$ cat config.mk
export PLATFORM = sky130hd
export DESIGN_NAME = bsm_stage
export DESIGN_NICKNAME = d
export VERILOG_FILES = /design/src/design/bsm_pkg.sv /design/src/design/bsm_stage.sv
export SDC_FILE = /design/constraint.sdc
export NUM_CORES = 1
export LEC_CHECK = 0
export BUFFER_PORTS_ARGS = -buffer_cell sky130_fd_sc_hd__buf_2
export CORE_ASPECT_RATIO = 0.6
export CORE_MARGIN = 5
export CORE_UTILIZATION = 29
export DETAILED_ROUTE_END_ITERATION = 8
export HOLD_SLACK_MARGIN = 0.02
export SETUP_SLACK_MARGIN = 0.05
export SLEW_MARGIN = 10
export SYNTH_ARGS = -nofsm -noshare
export SYNTH_HDL_FRONTEND = slang
export SYNTH_SLANG_ARGS = --single-unit
$ cat constraint.sdc
create_clock -name i_clk -period 5.8 [get_ports i_clk]
set_input_delay 0.87 -clock i_clk [delete_from_list [all_inputs] [get_ports i_clk]]
set_output_delay 0.87 -clock i_clk [all_outputs]
set_load 0.02 [all_outputs]
$ cat src/design/bsm_pkg.sv
// ---------------------------------------------------------------------------
// bsm_pkg
// Widths, Booth pair codes and stage state type for the Booth multiplier.
// ---------------------------------------------------------------------------
`default_nettype none

package bsm_pkg;

    localparam int OPERAND_WIDTH = 32;
    localparam int FIELD_WIDTH   = 32;
    localparam int PRODUCT_WIDTH = 64;
    localparam int ACC_WIDTH     = OPERAND_WIDTH + 1;
    localparam int NUM_STAGES    = OPERAND_WIDTH;

    // {current multiplier bit, bit below}
    localparam logic [1:0] BOOTH_ADD = 2'b01;
    localparam logic [1:0] BOOTH_SUB = 2'b10;

    typedef struct packed {
        logic [ACC_WIDTH-1:0]     acc;
        logic [OPERAND_WIDTH-1:0] q;
        logic                     below;
        logic [ACC_WIDTH-1:0]     m;
    } t_booth_state;

endpackage

`default_nettype wire

$ cat src/design/bsm_stage.sv
// ---------------------------------------------------------------------------
// bsm_stage
// One radix-2 Booth step: add, subtract or pass, arithmetic shift, then register.
// ---------------------------------------------------------------------------
`default_nettype none

module bsm_stage (
    input  wire                   i_clk,
    input  wire                   i_rst_n,
    input  wire                   i_en,
    input  wire                   i_valid,
    input  bsm_pkg::t_booth_state i_state,
    output logic                  o_valid,
    output bsm_pkg::t_booth_state o_state
);
    import bsm_pkg::*;

    logic                 r_valid;
    t_booth_state         r_state;
    t_booth_state         n_state;
    logic [ACC_WIDTH-1:0] w_sum;

    always_comb begin
        case ({i_state.q[0], i_state.below})
            BOOTH_SUB: w_sum = i_state.acc - i_state.m;
            BOOTH_ADD: w_sum = i_state.acc + i_state.m;
            default:   w_sum = i_state.acc;
        endcase
        n_state.acc   = {w_sum[ACC_WIDTH-1], w_sum[ACC_WIDTH-1:1]};
        n_state.q     = {w_sum[0], i_state.q[OPERAND_WIDTH-1:1]};
        n_state.below = i_state.q[0];
        n_state.m     = i_state.m;
    end

    always_ff @(posedge i_clk) begin
        if (!i_rst_n) begin
            r_valid <= 1'b0;
        end else if (i_en) begin
            r_valid <= i_valid;
        end
    end

    always_ff @(posedge i_clk) begin
        if (i_en) begin
            r_state <= n_state;
        end
    end

    assign o_valid = r_valid;
    assign o_state = r_state;

endmodule

`default_nettype wire

== Word-level counts from Yosys, hierarchy flattened ==
Index checks and enable logic that the tools add are counted.
Storage, ports and cells
  register bits after elaboration: 99
  logic and storage cells: 10
  input bits: 103
  output and inout bits: 100
Cells by class
  muxes and demuxes: 1
  add/subtract/negate cells: 2
  equality and inequality tests: 2
Operators by type and width (number)
  33-bit one-hot mux with 2 select lines: 1
  33-bit adder: 1
  33-bit subtractor: 1
  2-bit by 1-bit equality test with 1-bit output, second input constant: 1
  2-bit equality test, second input constant: 1

== Logic depth before layout (Yosys ltp) ==
  depth after elaboration: 2
  gate-level depth with buffers: 17
  gate-level depth less buffers: 16

== Worst setup path before layout ==
Ideal clock, no wire load.
  kind: input to register
  start: input i_state[7] (netlist bit)
  end: register r_state (netlist bit o_state[96]), data pin
  setup time: 0.180 ns
  stages on the path: 14
  buffers on the path: 1
  data arrival time: 4.313 ns
  data required time: 5.620 ns
  setup slack: 1.307 ns
  cell sequence: or4_4 > nor3_1 > and2_1 > and3b_1 > a21oi_1 > xor2_1 > ha_1 > clkbuf_1 > and3_1 > nand2_1 > or4_1 > o21ai_0 > mux2_2 > a221oi_1
Between the ends
  cells in the longest elaborated chain, start to end: 2
  elaborated cells on any way between the ends: 3
  classes of those cells: add/sub: 2; mux: 1
RTL lines
  from (decl): RTL line bsm_stage.sv:12  | input bsm_pkg::t_booth_state i_state,
  33-bit adder / 33-bit subtractor (equally long branches): RTL line bsm_stage.sv:26, bsm_stage.sv:25
  33-bit one-hot mux with 2 select lines *: RTL line bsm_stage.sv:24  | case ({i_state.q[0], i_state.below})
  net w_sum[31]: RTL line bsm_stage.sv:21  | logic [ACC_WIDTH-1:0] w_sum;
  to (signal assigned): RTL line bsm_stage.sv:45  | r_state <= n_state;
  to (decl): RTL line bsm_stage.sv:19  | t_booth_state r_state;
Mark *: on every way through the listed nets, which the timed path passes. The rest lies on a longest branch.
A chain may end at the register's enable or synchronous reset.

== Worst setup path in the final report ==
  start: input i_state[12] (netlist bit)
  end: register r_state (netlist bit o_state[96]), data pin
The elaborated chain is that of the path after synthesis.

==> impl_metrics.json <==
{
  "cp.required_ps": 5980,
  "std_cell_rows": 40,
  "grt_util_all_layers": 0.151,
  "cts.repair_timing.setup_buffer_count": 0,
  "floorplan.initialDensity": 0.295,
  "detail_route.drc_violations": 0,
  "io_pins": 203,
  "synthDistinctLibCells": 62,
  "postSynthAreaPerCell_um2": 10.8,
  "number_of_hold_buffers_added_after_cts": 0,
  "detail_route.first_pass.iterations": 4,
  "ctsRootBufferMaster": "sky130_fd_sc_hd__clkbuf_16",
  "fin_util": 0.374,
  "flops_latches_synth": 99,
  "r2r_start": "o_valid$_SDFFE_PN0P_",
  "n_fill_cell": 2058,
  "htreeDepth": 3,
  "coreArea_um2": 20000,
  "period_share": 0.793,
  "ant_nets": 0,
  "worst-setup-path-type": "in -> reg",
  "dp_hpwl_um": 14600,
  "die_h_um": 121,
  "relative_slew_slack": 0.486,
  "syn_inst": 549,
  "global_route.overflow_total": 0,
  "proportion_of_synthesized_chip_area_in_sequential_cells": 0.501,
  "worst-endpoint-arrival_ps": 4780,
  "avgRoutedWirePerCell_um": 17.7,
  "finalWorstPathRequiredPeriod_ps": 4600,
  "grt_first_pass_wirelength_um": 27000,
  "drt_first_iter_violations": 317,
  "syn-num-nets": 687,
  "worst_hold_startpoint": "o_valid$_SDFFE_PN0P_",
  "timing.clock.skew_ps": 0,
  "min-delay-path-class": "reg -> reg",
  "largest_net_degree_at_the_start_of_global_routing": 60,
  "endpoint_kind": "register",
  "timing.final.max_slew_violations": 0,
  "totalNegativeSetupSlack_ps": 0,
  "post_route_cells_drive_above_1_share": 0.325,
  "synth_async_sr_flop_share": 0,
  "dieWidth_um": 194,
  "total_leakage_power_nw": 3.19,
  "synth.cell_area_um2": 5910,
  "post_cts_resized": 0,
  "synth_warnings": 0,
  "maxCapViolCount": 0,
  "seqCellArea_um2": 2960,
  "multi_input_comb_area_um2": 2790,
  "synthFlopType": "sky130_fd_sc_hd__edfxtp_1",
  "antennaDiodeCount": 0,
  "startpoint_type": "input pin",
  "tightest_slew_ps": 771,
  "cts_made_buffers": 9,
  "power_density_nw_per_um2": 289,
  "number_of_enable_type_register_cells_in_the_synthesized_netlist": 98,
  "cts.reportedPaths.clkPinSlew_ps": 80,
  "place_congestion": 0.900,
  "maximum_root_to_sink_buffer_count": 2,
  "fmaxAchievable_ghz": 0.217,
  "hold_path_depth": 2,
  "final_nets": 884,
  "synthToLayoutAreaGrowth_pct": 26.6,
  "setup.worst_path.start": "i_state[12]",
  "r2r.worst_path.cells": 2,
  "critPathMaxFanout": 10,
  "rsz0062_at_grt": "false",
  "grt_antenna_before_repair": 2,
  "drt-total-wl_um": 18100,
  "die-area_um2": 23400,
  "hold_viol_final": 0,
  "whs_ps": 531,
  "worstSkewPairLatency_ps": 360,
  "peakVddDrop_uv": 143,
  "tritoncts_num_sinks": 99,
  "first_global_vias": 4547,
  "mostFrequentLayoutCell": "sky130_fd_sc_hd__buf_2",
  "vias_per_cell": 4.86,
  "finalSetupViolCount": 0,
  "detailroute.via_count": 4979,
  "port_buffers": 202,
  "status": "finished, final reports clean",
  "clock_tree_from_tritoncts": "yes",
  "layout_common_cells": "sky130_fd_sc_hd__buf_2 (201), sky130_fd_sc_hd__edfxtp_1 (98), sky130_fd_sc_hd__a21oi_1 (57)"
}
==> Yosys cell counts (all sizes together), types with 3 or more instances <==
cell | instances | area, um^2
o31ai | 5 | 42.5
a21oi | 58 | 294
nor2 | 37 | 139
xor2 | 39 | 342
nor3 | 14 | 81.3
a21o | 20 | 150
nor2b | 4 | 25.0
o211ai | 3 | 27.5
ha | 34 | 425
a31oi | 5 | 37.5
a2111oi | 3 | 32.5
xnor2 | 17 | 149
and2 | 4 | 26.3
and3 | 3 | 18.8
nor3b | 3 | 22.5
or4 | 3 | 26.3
nand4 | 5 | 31.3
edfxtp | 98 | 2940
a211oi | 3 | 27.5
nand2b | 4 | 25.0
o21ai | 45 | 225
mux2i | 4 | 40.0
nand2 | 55 | 206
mux2 | 5 | 56.3
clkbuf | 17 | 73.8
buf | 3 | 23.8
inv | 16 | 60.1
o21bai | 6 | 45.0
nand3 | 12 | 60.1
nor4 | 3 | 40.0
or3 | 3 | 20.0
==> routing by layer <==
metal	global-route usage	share of wire	up-vias
met4	0.0325	0.0083	4
met5	0	0.0019	-
met3	0.0498	0.081	15
met1	0.233	0.52	2319
li1	-	-	2433
met2	0.201	0.39	208
==> report_power, final <==
group / switching (mW) / total, mW / internal (mW) / leakage, nW
clock: 0.292 / 0.593 / 0.301 / 0.140
sequential: 0.0185 / 0.900 / 0.881 / 0.966
combinational: 0.426 / 0.667 / 0.241 / 2.08
==> metrics by stage <==
step	worst slack, ps	std cells	power, mW	instance area, um^2
2_1_floorplan	1310	549	1.35	5910
4_1_cts	1230	1024	2.20	7480
5_1_grt	909	1024	2.29	7480
6_report	1200	1024	2.16	7480
3_3_place_gp	873	1008	1.58	7200
3_5_place_dp	850	1008	1.58	7200
==> flip-flops by register name, summed over array words and instances, names as in the netlist <==
name and flops:
o_state 98, o_valid 1
==> kinds of logic after synthesis <==
logic type	after synthesis	synth area share
compound gates	157	0.164
xor+xnor	56	0.0830
fa+ha+maj	35	0.0754
buf+inv	36	0.0267
flops	99	0.501
mux	9	0.0163
simple gates	157	0.133
==> worst max-delay path, cell delays in order <==
cell and delay (ps):
sky130_fd_sc_hd__buf_2 140, sky130_fd_sc_hd__or4_1 590, sky130_fd_sc_hd__nor4_2 250, sky130_fd_sc_hd__and2_1 250
sky130_fd_sc_hd__and3b_1 350, sky130_fd_sc_hd__a21oi_1 130, sky130_fd_sc_hd__xor2_1 160, sky130_fd_sc_hd__ha_1 450
sky130_fd_sc_hd__and3_1 270, sky130_fd_sc_hd__nand2_1 110, sky130_fd_sc_hd__or4_1 460, sky130_fd_sc_hd__o21ai_0 200
sky130_fd_sc_hd__mux2_2 360, sky130_fd_sc_hd__a221oi_1 190
==> layout make-up <==
type	instances	share of cell area
inverter	16	0.00803
multi-input combinational	414	0.373
timing repair buffer	206	0.139
sequential	99	0.396
clock inverter	6	0.00736
clock buffer	10	0.0306
tap	273	0.0457
==> path summary, 6_finish.rpt <==
| path | to | slack, ps |
|---|---|---|
| worst max-delay path | o_state[96]$_DFFE_PP_ | 1200 |
| worst min-delay path | o_valid$_SDFFE_PN0P_ | 530 |
| worst max register to register | o_valid$_SDFFE_PN0P_ | 5200 |
| worst min register to register | o_valid$_SDFFE_PN0P_ | 530 |
(Power assumes the default switching activity.)
